--- src/hdl/arc_pkg.sv ---
package arc_pkg;

   localparam int unsigned CharWidth = 8;
   localparam int unsigned MaxEmit   = 3;
   localparam int unsigned CountWidth = $clog2(MaxEmit + 1);

   localparam logic [CharWidth-1:0] DashCode    = 8'd45;
   localparam logic [CharWidth-1:0] DigitLow    = 8'd48;
   localparam logic [CharWidth-1:0] DigitEnd    = 8'd58;
   localparam logic [CharWidth-1:0] UpperLow    = 8'd65;
   localparam logic [CharWidth-1:0] UpperEnd    = 8'd91;
   localparam logic [CharWidth-1:0] LowerLow    = 8'd97;
   localparam logic [CharWidth-1:0] LowerEnd    = 8'd123;
   localparam logic [CharWidth-1:0] MaxCode     = 8'hFF;

   // run length classes
   localparam logic [1:0] ClassOne  = 2'd1;
   localparam logic [1:0] ClassTwo  = 2'd2;
   localparam logic [1:0] ClassMore = 2'd3;

   typedef logic [CharWidth-1:0] char_type;
   typedef logic [CountWidth-1:0] count_type;

   // contracted form of a closed run, handed from tracker to emitter
   typedef struct packed {
      count_type count;
      char_type  char0;
      char_type  char1;
      char_type  char2;
   } flush_type;

   function automatic logic is_alnum(input char_type c);
      return (c >= DigitLow && c < DigitEnd) || (c >= UpperLow && c < UpperEnd) ||
             (c >= LowerLow && c < LowerEnd);
   endfunction

endpackage

--- src/hdl/arc_req_if.sv ---
interface arc_req_if;
   logic                valid;
   logic                ready;
   arc_pkg::char_type   in_char;
   logic                end_of_string;

   modport source (output valid, output in_char, output end_of_string, input ready);
   modport sink   (input valid, input in_char, input end_of_string, output ready);
endinterface

--- src/hdl/arc_rsp_if.sv ---
interface arc_rsp_if;
   logic                valid;
   logic                ready;
   arc_pkg::char_type   out_char;
   logic                last_of_run;

   modport source (output valid, output out_char, output last_of_run, input ready);
   modport sink   (input valid, input out_char, input last_of_run, output ready);
endinterface

--- src/hdl/arc_tracker.sv ---
module arc_tracker (
   input  logic                clock,
   input  logic                reset,
   input  logic                take,
   input  arc_pkg::char_type   in_char,
   input  logic                end_of_string,
   output arc_pkg::flush_type  flush
);

   arc_pkg::char_type run_start_ff, run_start_in;
   arc_pkg::char_type prev_char_ff, prev_char_in;
   logic [1:0]        run_class_ff, run_class_in;
   logic              have_char_ff, have_char_in;

   logic extend;
   logic close_run;

   assign extend = have_char_ff && arc_pkg::is_alnum(prev_char_ff) &&
                   (prev_char_ff != arc_pkg::MaxCode) &&
                   (prev_char_ff + arc_pkg::char_type'(1) == in_char);

   assign close_run = take && have_char_ff && (end_of_string || !extend);

   always_comb begin
      flush.char0 = run_start_ff;
      flush.char1 = prev_char_ff;
      flush.char2 = prev_char_ff;
      case (run_class_ff)
         arc_pkg::ClassTwo: begin
            flush.count = arc_pkg::count_type'(2);
         end
         arc_pkg::ClassMore: begin
            flush.count = arc_pkg::count_type'(3);
            flush.char1 = arc_pkg::DashCode;
         end
         default: begin
            flush.count = arc_pkg::count_type'(1);
         end
      endcase
      if (!close_run) begin
         flush.count = '0;
      end
   end

   always_comb begin
      run_start_in = run_start_ff;
      prev_char_in = prev_char_ff;
      run_class_in = run_class_ff;
      have_char_in = have_char_ff;
      if (take) begin
         if (end_of_string) begin
            run_start_in = '0;
            prev_char_in = '0;
            run_class_in = arc_pkg::ClassOne;
            have_char_in = 1'b0;
         end else if (extend) begin
            prev_char_in = in_char;
            if (run_class_ff != arc_pkg::ClassMore) begin
               run_class_in = (run_class_ff == arc_pkg::ClassTwo) ? arc_pkg::ClassMore
                                                                  : arc_pkg::ClassTwo;
            end
         end else begin
            // open a new run with this byte
            run_start_in = in_char;
            prev_char_in = in_char;
            run_class_in = arc_pkg::ClassOne;
            have_char_in = 1'b1;
         end
      end
   end

   always_ff @(posedge clock) begin
      if (reset) begin
         run_start_ff <= '0;
         prev_char_ff <= '0;
         run_class_ff <= arc_pkg::ClassOne;
         have_char_ff <= 1'b0;
      end else begin
         run_start_ff <= run_start_in;
         prev_char_ff <= prev_char_in;
         run_class_ff <= run_class_in;
         have_char_ff <= have_char_in;
      end
   end

endmodule

--- src/hdl/arc_emitter.sv ---
module arc_emitter (
   input  logic                clock,
   input  logic                reset,
   input  logic                load,
   input  arc_pkg::flush_type  flush,
   input  logic                out_ready,
   output logic                out_valid,
   output arc_pkg::char_type   out_char,
   output logic                out_last,
   output logic                can_load,
   output arc_pkg::count_type  pending
);

   arc_pkg::count_type count_ff, count_in;
   arc_pkg::char_type  slot_ff [arc_pkg::MaxEmit];
   arc_pkg::char_type  slot_in [arc_pkg::MaxEmit];

   logic transfer;

   assign out_valid = (count_ff != '0);
   assign out_char  = slot_ff[0];
   assign out_last  = (count_ff == arc_pkg::count_type'(1));
   assign transfer  = out_valid && out_ready;
   // room once the last pending byte leaves in this cycle
   assign can_load  = (count_ff == '0) || (out_last && out_ready);
   assign pending   = count_ff;

   always_comb begin
      count_in = count_ff;
      for (int i = 0; i < arc_pkg::MaxEmit; i++) begin
         slot_in[i] = slot_ff[i];
      end
      if (load) begin
         count_in   = flush.count;
         slot_in[0] = flush.char0;
         slot_in[1] = flush.char1;
         slot_in[2] = flush.char2;
      end else if (transfer) begin
         // advance the queue by one byte
         count_in = count_ff - arc_pkg::count_type'(1);
         for (int i = 0; i < arc_pkg::MaxEmit - 1; i++) begin
            slot_in[i] = slot_ff[i+1];
         end
      end
   end

   always_ff @(posedge clock) begin
      if (reset) begin
         count_ff <= '0;
      end else begin
         count_ff <= count_in;
      end
      for (int i = 0; i < arc_pkg::MaxEmit; i++) begin
         slot_ff[i] <= slot_in[i];
      end
   end

endmodule

--- src/hdl/ascending_run_contractor.sv ---
// A byte that closes a run shows its first result in the cycle after its transfer.
// Throughput: one item per cycle while the result queue is empty or its last byte goes;
// an item that closes a run queues one to three bytes, sent one per cycle while ready.
// Reset: synchronous, active high; clears the run state and empties the result queue.
module ascending_run_contractor (
   input  logic       clock,
   input  logic       reset,
   arc_req_if.sink    req_chan,
   arc_rsp_if.source  rsp_chan
);

   arc_pkg::flush_type flush;
   arc_pkg::count_type pending;
   logic               can_load;
   logic               take;

   assign req_chan.ready = can_load;
   assign take = req_chan.valid && can_load;

   arc_tracker u_tracker (
      .clock         (clock),
      .reset         (reset),
      .take          (take),
      .in_char       (req_chan.in_char),
      .end_of_string (req_chan.end_of_string),
      .flush         (flush)
   );

   arc_emitter u_emitter (
      .clock     (clock),
      .reset     (reset),
      .load      (take),
      .flush     (flush),
      .out_ready (rsp_chan.ready),
      .out_valid (rsp_chan.valid),
      .out_char  (rsp_chan.out_char),
      .out_last  (rsp_chan.last_of_run),
      .can_load  (can_load),
      .pending   (pending)
   );

`ifndef SYNTHESIS
   // a new item never lands on a queue still holding more than one byte
   a_no_overrun: assert property (@(posedge clock) disable iff (reset)
      take |-> (pending == arc_pkg::count_type'(0) || pending == arc_pkg::count_type'(1)))
      else $error("item taken while result queue busy");

   // a run's contraction continues without gaps until its last byte
   a_run_continues: assert property (@(posedge clock) disable iff (reset)
      (rsp_chan.valid && rsp_chan.ready && !rsp_chan.last_of_run) |=> rsp_chan.valid)
      else $error("result queue drained before last byte");

   // queue empty after reset
   a_reset_empty: assert property (@(posedge clock)
      reset |=> !rsp_chan.valid)
      else $error("result valid after reset");
`endif

endmodule

--- src/flat_wrapper.sv ---
// flat-port wrapper written by rule: the top's interface ports become plain ports
module ascending_run_contractor_flat 
  (clock, reset, req_chan_valid, req_chan_in_char, req_chan_end_of_string, req_chan_ready, rsp_chan_valid, rsp_chan_out_char, rsp_chan_last_of_run, rsp_chan_ready);
  arc_req_if req_chan_i ();
  arc_rsp_if rsp_chan_i ();
  input  logic clock;
  input  logic reset;
  input wire logic [$bits(req_chan_i.valid)-1:0] req_chan_valid;
  input wire logic [$bits(req_chan_i.in_char)-1:0] req_chan_in_char;
  input wire logic [$bits(req_chan_i.end_of_string)-1:0] req_chan_end_of_string;
  output wire logic [$bits(req_chan_i.ready)-1:0] req_chan_ready;
  output wire logic [$bits(rsp_chan_i.valid)-1:0] rsp_chan_valid;
  output wire logic [$bits(rsp_chan_i.out_char)-1:0] rsp_chan_out_char;
  output wire logic [$bits(rsp_chan_i.last_of_run)-1:0] rsp_chan_last_of_run;
  input wire logic [$bits(rsp_chan_i.ready)-1:0] rsp_chan_ready;
  assign req_chan_i.valid = req_chan_valid;
  assign req_chan_i.in_char = req_chan_in_char;
  assign req_chan_i.end_of_string = req_chan_end_of_string;
  assign req_chan_ready = req_chan_i.ready;
  assign rsp_chan_valid = rsp_chan_i.valid;
  assign rsp_chan_out_char = rsp_chan_i.out_char;
  assign rsp_chan_last_of_run = rsp_chan_i.last_of_run;
  assign rsp_chan_i.ready = rsp_chan_ready;
  ascending_run_contractor u_core (.clock(clock), .reset(reset), .req_chan(req_chan_i), .rsp_chan(rsp_chan_i));
endmodule
--- config.mk ---
export PLATFORM = sky130hd
export DESIGN_NAME = ascending_run_contractor_flat
export DESIGN_NICKNAME = d
export VERILOG_FILES = /design/src/hdl/arc_pkg.sv /design/src/hdl/arc_req_if.sv /design/src/hdl/arc_rsp_if.sv /design/src/hdl/arc_tracker.sv /design/src/hdl/arc_emitter.sv /design/src/hdl/ascending_run_contractor.sv /design/src/flat_wrapper.sv
export SDC_FILE = /design/constraint.sdc
export NUM_CORES = 1
export LEC_CHECK = 0
export BUFFER_PORTS_ARGS = -buffer_cell sky130_fd_sc_hd__buf_2
export CORE_MARGIN = 2
export CORE_UTILIZATION = 55
export CTS_BUF_LIST = sky130_fd_sc_hd__clkbuf_8
export CTS_CLUSTER_DIAMETER = 50
export DETAILED_ROUTE_END_ITERATION = 8
export PLACE_DENSITY = 0.78
export SYNTH_ARGS = -nofsm -noshare
export SYNTH_HDL_FRONTEND = slang
export SYNTH_HIERARCHICAL = 1
export SYNTH_SLANG_ARGS = --single-unit
--- constraint.sdc ---
create_clock -name clock -period 2.2 [get_ports clock]
set_input_delay 0 -clock clock [delete_from_list [all_inputs] [get_ports clock]]
set_output_delay 0 -clock clock [all_outputs]
set_load 0.05 [all_outputs]
# Word-level counts from Yosys, hierarchy flattened
# Memories as Yosys holds them, arrays and structs flattened.
# Cells that the tools add are included.
dict set report op_classes {
  addsub 2
  order_cmp 6
  n_eq_ne 8
  mux 17
  reduce_logical 21
}
# cell count
set ops {}
lappend ops {{8-bit two-way mux} 5}
lappend ops {{16-bit two-way mux} 2}
lappend ops {{8-bit by 7-bit >= comparator with 1-bit output, second input constant} 2}
lappend ops {{8-bit by 7-bit less-than comparator with 1-bit output, second input constant} 2}
lappend ops {{2-bit two-way mux} 6}
lappend ops {{1-bit logical AND} 11}
lappend ops {{8-bit by 1-bit adder with 8-bit output, second input constant} 1}
lappend ops {{8-bit equality test} 1}
lappend ops {{8-bit by 6-bit >= comparator with 1-bit output, second input constant} 1}
lappend ops {{8-bit by 6-bit less-than comparator with 1-bit output, second input constant} 1}
lappend ops {{8-bit inequality test, second input constant} 1}
lappend ops {{2-bit equality test, second input constant} 2}
lappend ops {{1-bit logical OR} 4}
lappend ops {{2-bit inequality test, second input constant} 2}
lappend ops {{2-bit one-hot mux with 2 select lines} 1}
lappend ops {{2-bit AND reduction} 2}
lappend ops {{2-bit nonzero test} 2}
lappend ops {{1-bit two-way mux} 3}
lappend ops {{3-bit by 2-bit inequality test with 1-bit output, second input constant} 1}
lappend ops {{2-bit by 1-bit equality test with 1-bit output, second input constant} 1}
lappend ops {{2-bit zero test} 1}
lappend ops {{2-bit by 1-bit subtractor with 2-bit output, second input constant} 1}
lappend ops {{1-bit zero test} 1}
dict set report word_totals {
  register_bits 21
  ramBits 24
  output_inout_bits 11
  memories 1
}
# name words width rd rd_clocked_by_memory_dff write_ports line_no
set mem_list {}
lappend mem_list {u_core.u_emitter.slot_ff 3 8 3 0 3 arc_emitter.sv:15} ;# arc_pkg::char_type slot_ff [arc_pkg::MaxEmit];

# Logic depth before layout (Yosys ltp)
# Gate-level depths: netlist of run 1.
dict set report logic_depth {
  ltp_word 12
  depth_mapped 11
}

# Hierarchy
# Netlist of run 1, hierarchy kept.
# module instances cells_per_inst area_each_um2 seq_area_each_um2
set by_module_without_submodules {}
lappend by_module_without_submodules {arc_emitter 1 69 1164.9 760.7}
lappend by_module_without_submodules {arc_tracker 1 139 1158.6 380.4}
lappend by_module_without_submodules {ascending_run_contractor 1 1 6.3 0.0}

# Worst setup path after synthesis of run 1
# No wires, ideal clock.
dict set report synth_timing {
  path_type {register to register}
  from {reg, netlist name u_core/u_emitter/pending[0]}
  to {mem u_core/u_emitter/slot_ff[0][0] (netlist bit), enable pin}
  arrival_ns 2.503
  setup_slack_ns -0.676
  path_stages_with_launch 8
  synth_period_minus_slack_ns 2.876
  path_cell_list {dfxtp_1 > ha_1 > nand2_1 > nand2_1 > and2_1 > buf_6 > buf_6 > or2_1}
}
# item line_no
set synth_lines {}
lappend synth_lines {{to (decl)} arc_emitter.sv:15}

==> qor.csv, run 1 <==
metric;value;unit
yosysTopAreaCell;edfxtp_1;
grt_max_degree;28;
worstMarginPinSlew;431;ps
synth_nets;227;
die_w;69.1;um
rows;23;
core;4030;um^2
drive_gt1_share;30.2;%
hold_ws;34.6;ps
clkLatencyLatePin;300;ps
avgSynthCellArea;11.1;um^2
place_area;2480;um^2
gr-total-overflow;0;
ys_warn_count;6;
synth_edf_count;24;
power.share.switching;31.0;%
power_density;753;nW/um^2
synth_top_cell_area_share;30.9;%
async_flop_share;0;%
grt_antenna_before_repair;0;
synth_top_family_by_area;simple AND/OR/NAND/NOR gates;
finClkSkew;7.08;ps
synth_compound_area_share;12.5;%
syn-instance-count;209;
synthFlopType;edfxtp_1;
ant_nets;0;
dieArea;4770;um^2
rsz0062_at_grt;no;
timing.final.crit_share;93.6;%
cp_max_fo;8;
dr.pass1.iters;4;
place.gp.congestion;0.856;
wirelength;4330;um
max_slew_margin;71.2;%
ir_drop;346;uV
drv_cap;0;
start_util;57.8;%
vias;1591;
internal_power;1.38;mW
area_growth;14.0;%
dp_hpwl;2930;um
path_cells;nand3_2, or3_1, a22oi_2, o2111a_2, nor2_2, and3_1, nand2_1, a21oi_1;
yosysUniqueCellTypes;42;
grt_usage;20.1;%
p_seq_share;51.4;%
mostFrequentLayoutCells;24 x edfxtp_1, 23 x buf_2, 19 x a21oi_1;
wire_per_inst;15.2;um
antenna-diode-count;0;
setup_violations;0;
ctsHtreeMaxLevel;2;
mostFrequentLayoutCell;edfxtp_1;
cts_buffer_depth;2;
synth_area_leaders;edfxtp_1 31%, dfxtp_1 18%, mux2_4 5.2%;
drc;0;
cpMaxStageDelayCell;dfxtp_1;
min_path_type;input pin to flop;
nets;252;
synthAdderAreaFrac;2.69;%
seq_area;1150;um^2
min_period;2060;ps
grt_pass1_vias;1554;
synth-xor-area-share;3.38;%
synthMuxAreaShare;9.45;%
final_hold_viol_count;0;
grt_pass1_wl;7580;um
viasPerCell;5.58;
ys_ff_latch;45;
cp-start-kind;flop;
required;2380;ps
total_power;2.00;mW
comb_power_share;23.9;%
first_iter_violations;129;
cts_made_buffers;5;
cellLeakagePower;0.984;nW
clock-root-buffer;clkbuf_8;
fmax;0.486;GHz
clk_pin_slew;80;ps
p_sw;0.620;mW
fp.dieH;69.1;um
finalMaxSlewViolations;0;
cp.arrival;2230;ps
fill_cells;316;
port_buffers;23;
cts_tree;done;
ioPinCount;24;
slowest_delay;510;ps
syn_area;2330;um^2
endpoint_kind;flop;
status;complete, no violations;
tns;0;ps
synth-simple-area-share;15.4;%
ys_seq_area_share;49.0;%
timing_worst_setup_path_type;flop to flop;
multi_input_area;1080;um^2
final_area;2660;um^2
power.clock.fraction;24.6;%
cts.sinks;45;
final_util;65.9;%
[cells in the mapped netlist, types with 6 or more instances]
| cell | count |
|---|---|
| edfxtp_1 | 24 |
| dfxtp_1 | 21 |
| a21oi_1 | 19 |
| nand2_1 | 16 |
| inv_1 | 12 |
| o21ai_0 | 11 |
| buf_4 | 8 |
| mux2_1 | 8 |
| mux2_4 | 8 |
| nand3b_1 | 7 |
| xnor2_1 | 7 |
| nand4b_1 | 6 |
[kinds of logic (layout without fill, tap and decap cells)]
kind of cell	after synthesis	count (layout)
AO/OA/AOI/OAI	43	43
XOR/XNOR	9	9
adder cells (fa/ha/maj)	5	5
buffers and inverters	31	57
flip-flops	45	45
multiplexers	17	17
AND/OR/NAND/NOR	59	59
[worst paths after layout]
path | depth (start not counted) | to | slack [ps] | start
worst max-delay path | 8 | u_core/u_emitter/pending[1] | 140 | u_core/u_tracker/prev_char_ff[3]
worst min-delay path | 3 | u_core/u_tracker/prev_char_ff[2] | 30 | req_chan_in_char[2]
worst max register to register | 8 | u_core/u_emitter/pending[1] | 140 | u_core/u_tracker/prev_char_ff[3]
worst min register to register | 2 | u_core/u_tracker/run_start_ff[6] | 480 | u_core/u_tracker/run_start_ff[6]
[power groups by stage]
stage | combinational, mW | clock [mW] | sequential, mW
final | 0.479 | 0.493 | 1.03
after global routing | 0.517 | 0.535 | 1.04
after CTS | 0.475 | 0.498 | 1.03
after detailed placement | 0.467 | 0 | 1.05
after global placement | 0.457 | 0 | 1.04
after floorplan | 0.416 | 0 | 1.04
[sequential cells by signal (all words and copies together), names as in the netlist]
name	flops
u_core/u_emitter/slot_ff	24
u_core/u_tracker/have_char_ff	1
u_core/u_tracker/run_class_ff	2
u_core/u_emitter/pending	2
u_core/u_tracker/prev_char_ff	8
u_core/u_tracker/run_start_ff	8
[layout make-up]
cell class              count  share of cell area, %
clock buffers               5                   2.59
clock inverters             3                  0.565
inverters                  12                   1.93
multi-input cells         133                   40.5
flip-flops and latches     45                   43.3
well taps                  50                   2.36
repair buffers             37                   8.76
[per-layer routing]
metal  global-route usage, %  vias up  routed length [um]
met5                       0        -                   0
met4                    7.19        0                  48
met3                    4.82        4                 175
met2                    30.9       40                1980
met1                    27.7      754                2130
li1                        -      793                   -
[per-stage QoR]
stage	worst slack, ps	std cells
after floorplan	5.70	209
after global placement	50.1	272
after detailed placement	-37.3	272
after CTS	14.2	285
after global routing	19.2	285
final	142	285
[repair_timing]
item,CTS,global route
buffers inserted,0,0
gates resized for setup,2,8
endpoints found under the setup margin,8,14
pin swaps,1,3
endpoints found under the hold margin,5,0
hold buffers,5,0
[worst max-delay path: cells and delay by family, from the launching register on]
family | cells | cell delay, ps
and+or+nand+nor | 5 | 880
AOI/OAI and AO/OA | 3 | 540
DFF | 1 | 510
No activity file was read; power rests on OpenSTA's default activity.
==> inputs of run 2 (changes only) <==
--- a/config.mk
+++ b/config.mk
@@ -5,6 +5,7 @@
 export SDC_FILE = /design/constraint.sdc
 export NUM_CORES = 1
 export LEC_CHECK = 0
+export ABC_AREA = 1
 export BUFFER_PORTS_ARGS = -buffer_cell sky130_fd_sc_hd__buf_2
 export CORE_MARGIN = 2
 export CORE_UTILIZATION = 55
==> run 2 against run 1 <==
Effect of this change:
- clock power shrank 3%
- register-to-register slack gained 50 ps
- non-clock buffer count shrank 10
- final cell count grew 34%
- global-route usage shrank 0.96 points
- first-iteration DRC count shrank 3.1%
==> qor.csv, run 2 <==
metric;value;unit;change
status;complete, no violations;;unchanged
cp-start-kind;flop;;unchanged
cts.sinks;45;;unchanged
ioPinCount;24;;unchanged
synth_nets;328;;was 227
finalMaxSlewViolations;0;;unchanged
top_regs;u_core/u_emitter/slot_ff (24), u_core/u_tracker/prev_char_ff (8), u_core/u_tracker/run_start_ff (8);;unchanged
port_buffers;23;;unchanged
setup_violations;0;;unchanged
path_buf_inv;2;;was 0
wirelength;4540;um;was 4330 um
cts_made_buffers;5;;unchanged
nets;346;;was 252
mostFrequentLayoutCell;nand2_1;;was edfxtp_1
fp.dieH;70.1;um;was 69.1 um
final_util;60.6;%;was 65.9%
grt_pass1_vias;1678;;was 1554
cts_tree;done;;unchanged
synth_common_cells;117 x nand2_1, 32 x nor2_1, 31 x inv_1, 24 x edfxtp_1, 21 x dfxtp_1;;was 24 x edfxtp_1, 21 x dfxtp_1, 19 x a21oi_1, 16 x nand2_1, 12 x inv_1
antenna-diode-count;0;;unchanged
endpoint_kind;flop;;unchanged
wire_per_inst;11.9;um;was 15.2 um
synthFlopType;edfxtp_1;;unchanged
cellLeakagePower;1.22;nW;was 0.984 nW
final_hold_viol_count;0;;unchanged
die_w;70.1;um;was 69.1 um
cp.arrival;2210;ps;was 2230 ps
rsz0062_at_grt;no;;unchanged
mostFrequentLayoutCells;116 x nand2_1, 32 x nor2_1, 30 x inv_1;;was 24 x edfxtp_1, 23 x buf_2, 19 x a21oi_1
timing.final.crit_share;91.4;%;was 93.6%
fmax;0.497;GHz;was 0.486 GHz
grt_max_degree;26;;was 28
timing_worst_setup_path_type;flop to flop;;unchanged
grt_antenna_before_repair;0;;unchanged
synth_edf_count;24;;unchanged
largest_register_ff_count;24;;unchanged
cpMaxStageDelayCell;dfxtp_1;;unchanged
core;4260;um^2;was 4030 um^2
dr.pass1.iters;4;;unchanged
grt_usage;19.1;%;was 20.1%
crit_top_cell;nand2_1;;
syn_area;2400;um^2;was 2330 um^2
regMostFlops;u_core/u_emitter/slot_ff;;unchanged
ir_drop;453;uV;was 346 uV
start_util;56.3;%;was 57.8%
clkLatencyLatePin;300;ps;about the same
crit_family;simple AND/OR/NAND/NOR gates;;unchanged
syn-instance-count;310;;was 209
worstMarginPinSlew;377;ps;was 431 ps
dp_hpwl;3240;um;was 2930 um
clk_pin_slew;80;ps;about the same
cp_max_fo;10;;was 8
min_period;2010;ps;was 2060 ps
finClkSkew;7.59;ps;was 7.08 ps
area_growth;7.66;%;was 14.0%
path_cells;inv_1, ha_1, xor2_1, nor2_1, nand2_1, nor2_2, nand3_4, nand2_4, nor3_1, inv_1, nand2_2, nand2_1, nand2_1, nand2_1, nor2_2;;was nand3_2, or3_1, a22oi_2, o2111a_2, nor2_2, and3_1, nand2_1, a21oi_1
clock-root-buffer;clkbuf_8;;unchanged
viasPerCell;4.96;;was 5.58
gr-total-overflow;0;;unchanged
ant_nets;0;;unchanged
synth.most_common_cell;nand2_1;;was edfxtp_1
ys_ff_latch;45;;unchanged
drv_cap;0;;unchanged
drive_gt1_share;17.3;%;was 30.2%
yosysTopAreaCell;edfxtp_1;;unchanged
ys_seq_area_share;47.5;%;was 49.0%
slowest_delay;420;ps;was 510 ps
fill_cells;380;;was 316
cts_buffer_depth;2;;unchanged
first_iter_violations;125;;was 129
post-cts-setup-buffers;0;;unchanged
ctsHtreeMaxLevel;2;;unchanged
tns;0;ps;unchanged
min_path_type;input pin to flop;;unchanged
dieArea;4910;um^2;was 4770 um^2
synth_area_leaders;edfxtp_1 30%, nand2_1 18%, dfxtp_1 18%;;was edfxtp_1 31%, dfxtp_1 18%, mux2_4 5.2%
required;2400;ps;was 2380 ps
vias;1889;;was 1591
max_slew_margin;74.8;%;was 71.2%
async_flop_share;0;%;unchanged
grt_pass1_wl;7450;um;was 7580 um
avgSynthCellArea;7.75;um^2;was 11.1 um^2
place.gp.congestion;0.982;;was 0.856
rows;24;;was 23
drc;0;;unchanged
synth_top_cell_area_share;30.0;%;was 30.9%
power_density;1370;nW/um^2;was 753 nW/um^2
ys_warn_count;6;;unchanged
yosysUniqueCellTypes;29;;was 42
[run 2: cell types whose count changed in the layout (fill, tap and decap cells not counted), sizes merged, moves of 8 or more]
| cell | delta |
|---|---|
| a21oi | -8 |
| inv | +20 |
| mux2 | -16 |
| nand2 | +106 |
| nand3 | +12 |
| nor2 | +35 |
[run 2: repair_timing]
action / CTS / global route
endpoints found under the setup margin: 0 / 2
hold endpoints to repair: 5 / 0
gates resized for setup: 0 / 1
hold buffers: 1 / 0
[run 2: final timing paths]
check | from | endpoint | slack (ps) | cells after the start
max | u_core/u_tracker/prev_char_ff[1] | u_core/u_emitter/pending[0] | 190 | 15
max reg2reg | u_core/u_tracker/prev_char_ff[1] | u_core/u_emitter/pending[0] | 190 | 15
min reg2reg | u_core/u_tracker/run_start_ff[5] | u_core/u_tracker/run_start_ff[5] | 470 | 2
min | req_chan_in_char[1] | u_core/u_tracker/prev_char_ff[1] | 20 | 3
[run 2: cell families (layout without fill, tap and decap cells)]
kind of cell	Yosys count	count (layout)	synth area share, %
buffers and inverters	49	68	10.4
adder cells (fa/ha/maj)	5	5	2.61
flip-flops	45	45	47.5
XOR/XNOR	6	6	2.19
AND/OR/NAND/NOR	183	183	32.5
AO/OA/AOI/OAI	22	22	4.79
[run 2: where the power goes]
part	internal [mW]	total (mW)	switching, mW
logic	0.440	1.58	1.14
registers	1.31	1.48	0.171
clock network	0.215	0.477	0.261
[run 2: worst reg2reg max path, stage by stage (launching register included)]
cell and delay [ps]:
dfxtp_1 420, inv_1 110, ha_1 290, xor2_1 140
nor2_1 100, nand2_1 70, nor2_2 120, nand3_4 150
nand2_4 130, nor3_1 50, inv_1 60, nand2_2 40
nand2_1 60, nand2_1 50, nand2_1 80, nor2_2 30
[run 2: final cells by class]
cell class	instances	area, um^2	share of cell area [%]
Clock buffer	5	68.8	2.66
Inverter	33	128	4.94
Timing Repair Buffer	27	148	5.71
Multi-Input combinational cell	216	1020	39.4
Clock inverter	3	13.8	0.532
Sequential cell	45	1140	44.2
Tap cell	52	65.1	2.52
[run 2: stage by stage]
step	power, mW	instance area (um^2)	worst slack, ps	std cells	hold slack, ps
6_report	3.53	2580	190	381	17.3
5_1_grt	3.78	2580	16.5	381	18.2
4_1_cts	3.55	2580	109	381	5.46
3_5_place_dp	3.07	2490	149	372	269
3_3_place_gp	3.03	2490	207	372	266
2_1_floorplan	2.87	2410	88.9	310	69.1
[run 2: layer usage]
layer | wire length, um | GRT usage [%]
met5 | 0 | 0
met2 | 2080 | 31.1
met3 | 212 | 3.61
met1 | 2160 | 24.8
met4 | 83 | 8.55
==> inputs of run 3 (changes only) <==
--- a/config.mk
+++ b/config.mk
@@ -12,6 +12,7 @@
 export CTS_BUF_LIST = sky130_fd_sc_hd__clkbuf_8
 export CTS_CLUSTER_DIAMETER = 50
 export DETAILED_ROUTE_END_ITERATION = 8
+export HOLD_SLACK_MARGIN = 0.02
 export PLACE_DENSITY = 0.78
 export SYNTH_ARGS = -nofsm -noshare
 export SYNTH_HDL_FRONTEND = slang
==> run 3 against run 2 <==
Effect of this change:
- sequential cell count is the same
- sequential power is essentially flat
- routed wire length shrank 0.29%
- worst setup slack gained 1.9 ps
- core utilization grew 0.47 points
- combinational power is essentially flat
- clock skew grew 0.62 ps
- critical path depth is the same
- worst hold slack gained 19 ps
- critical path type unchanged
==> qor.csv, run 3 (synthesis gave the netlist of run 2 again) <==
metric;value;unit;change
status;complete, no violations;;unchanged
drv_cap;0;;unchanged
area_growth;8.49;%;was 7.66%
grt_antenna_before_repair;0;;unchanged
min_period;2010;ps;about the same
grt_pass1_wl;7420;um;was 7450 um
start_util;56.3;%;unchanged
core;4260;um^2;unchanged
cts_tree;done;;unchanged
mostFrequentLayoutCells;116 x nand2_1, 32 x nor2_1, 30 x inv_1;;unchanged
viasPerCell;4.95;;was 4.96
holdPathEnd;u_core/u_tracker/prev_char_ff[5];;was u_core/u_tracker/prev_char_ff[1]
tns;0;ps;unchanged
rows;24;;unchanged
grt_usage;19.1;%;about the same
die_w;70.1;um;unchanged
clkLatencyLatePin;300;ps;about the same
power_density;1360;nW/um^2;was 1370 nW/um^2
fp.dieH;70.1;um;unchanged
antenna-diode-count;0;;unchanged
largest_register_ff_count;24;;unchanged
cp_max_fo;10;;unchanged
port_buffers;23;;unchanged
first_iter_violations;119;;was 125
dp_cells;372;;unchanged
slowest_delay;420;ps;about the same
hold_start;req_chan_in_char[5];;was req_chan_in_char[1]
setup_violations;0;;unchanged
top_regs;u_core/u_emitter/slot_ff (24), u_core/u_tracker/prev_char_ff (8), u_core/u_tracker/run_start_ff (8);;unchanged
cts_buffer_depth;2;;unchanged
setup_slack;192;ps;was 190 ps
dp_hpwl;3240;um;unchanged
rsz0062_at_grt;no;;unchanged
reg2reg_slack;190;ps;about the same
final_hold_viol_count;0;;unchanged
clk_pin_slew;80;ps;about the same
place_ws;149;ps;unchanged
timing.final.crit_share;91.3;%;was 91.4%
cpMaxStageDelayCell;dfxtp_1;;unchanged
worstMarginPinSlew;391;ps;was 377 ps
finalMaxSlewViolations;0;;unchanged
vias;1896;;was 1889
required;2390;ps;was 2400 ps
min_path_cells;3;;unchanged
regMostFlops;u_core/u_emitter/slot_ff;;unchanged
crit_top_cell;nand2_1;;unchanged
timing.rr.start;u_core/u_tracker/prev_char_ff[1];;unchanged
clock-root-buffer;clkbuf_8;;unchanged
grt_pass1_vias;1666;;was 1678
fmax;0.498;GHz;was 0.497 GHz
ir_drop;458;uV;was 453 uV
gr-total-overflow;0;;unchanged
ioPinCount;24;;unchanged
worstRegToRegCells;15;;unchanged
nets;348;;was 346
timing.rr.end;u_core/u_emitter/pending[0];;unchanged
mostFrequentLayoutCell;nand2_1;;unchanged
ctsHtreeMaxLevel;2;;unchanged
dieArea;4910;um^2;unchanged
dr.pass1.iters;4;;unchanged
wirelength;4520;um;was 4540 um
max_slew_margin;73.9;%;was 74.8%
instances_no_fill;383;;was 381
cp.arrival;2200;ps;was 2210 ps
wire_per_inst;11.8;um;was 11.9 um
cts.sinks;45;;unchanged
cp-start-kind;flop;;unchanged
path_cells;inv_1, ha_1, xor2_1, nor2_1, nand2_1, nor2_2, nand3_4, nand2_4, nor3_1, inv_1, nand2_2, nand2_1, nand2_1, nand2_1, nor2_2;;unchanged
place.gp.congestion;0.982;;unchanged
grt_max_degree;26;;unchanged
timing_worst_setup_path_type;flop to flop;;unchanged
worstSetupPathDepth;15;;unchanged
crit_family;simple AND/OR/NAND/NOR gates;;unchanged
cellLeakagePower;1.22;nW;about the same
ant_nets;0;;unchanged
post-cts-setup-buffers;0;;unchanged
drc;0;;unchanged
path_buf_inv;2;;unchanged
cts_made_buffers;5;;unchanged
finClkSkew;8.21;ps;was 7.59 ps
drive_gt1_share;17.2;%;was 17.3%
endpoint_kind;flop;;unchanged
min_path_type;input pin to flop;;unchanged
## run 3: cell count changes in the layout (fill, tap and decap cells not counted), sizes merged
cell / delta
dlygate4sd3: +2
## run 3: how the worst max path moves through the flow
stage                                             end                        startpoint  slack (ps)
after floorplan           u_core/u_emitter/pending[0]       u_core/u_emitter/pending[0]          90
after global placement    u_core/u_emitter/pending[0]  u_core/u_tracker/prev_char_ff[0]         210
after detailed placement  u_core/u_emitter/pending[0]  u_core/u_tracker/prev_char_ff[0]         150
after CTS                 u_core/u_emitter/pending[0]  u_core/u_tracker/prev_char_ff[0]         110
after global routing      u_core/u_emitter/pending[0]  u_core/u_tracker/prev_char_ff[1]          20
final                     u_core/u_emitter/pending[0]  u_core/u_tracker/prev_char_ff[1]         190
## run 3: cell type report
type                            instances  area (um^2)
Fill cell                             380         1660
Sequential cell                        45         1140
Inverter                               33          128
Clock buffer                            5         68.8
Clock inverter                          3         13.8
Multi-Input combinational cell        216         1020
Tap cell                               52         65.1
Timing Repair Buffer                   29          168
## run 3: where the power goes
part / internal [mW] / switching (mW)
clock network: 0.215 / 0.259
logic: 0.442 / 1.14
registers: 1.31 / 0.170
## run 3: layer usage
metal	vias up	wire (um)	GRT usage [%]
met5	-	0	0
met4	0	82	8.55
met3	8	223	3.61
met2	47	2080	31.1
met1	850	2130	24.6
li1	991	-	-
## run 3: per-stage QoR
step | total power, mW | hold WS, ps | utilization [%] | area [um^2]
floorplan | 2.87 | 69.1 | - | 2410
global placement | 3.03 | 266 | 58.4 | 2490
detailed placement | 3.07 | 269 | 58.4 | 2490
CTS | 3.55 | 24.8 | 61.1 | 2600
global route | 3.78 | 53.9 | 61.1 | 2610
finish | 3.53 | 36.2 | 61.1 | 2610
## run 3: repair_timing
item,4_1_cts,5_1_grt
endpoints found under the hold margin,7,0
hold buffers,3,0
setup endpoints to repair,0,2
resized for setup,0,1
## run 3: tightest hold or removal path: cells and delay by family
| kind | cells | cell delay [ps] |
|---|---|---|
| compound gates | 1 | 70 |
| buf+inv | 1 | 120 |
| simple gates | 1 | 100 |
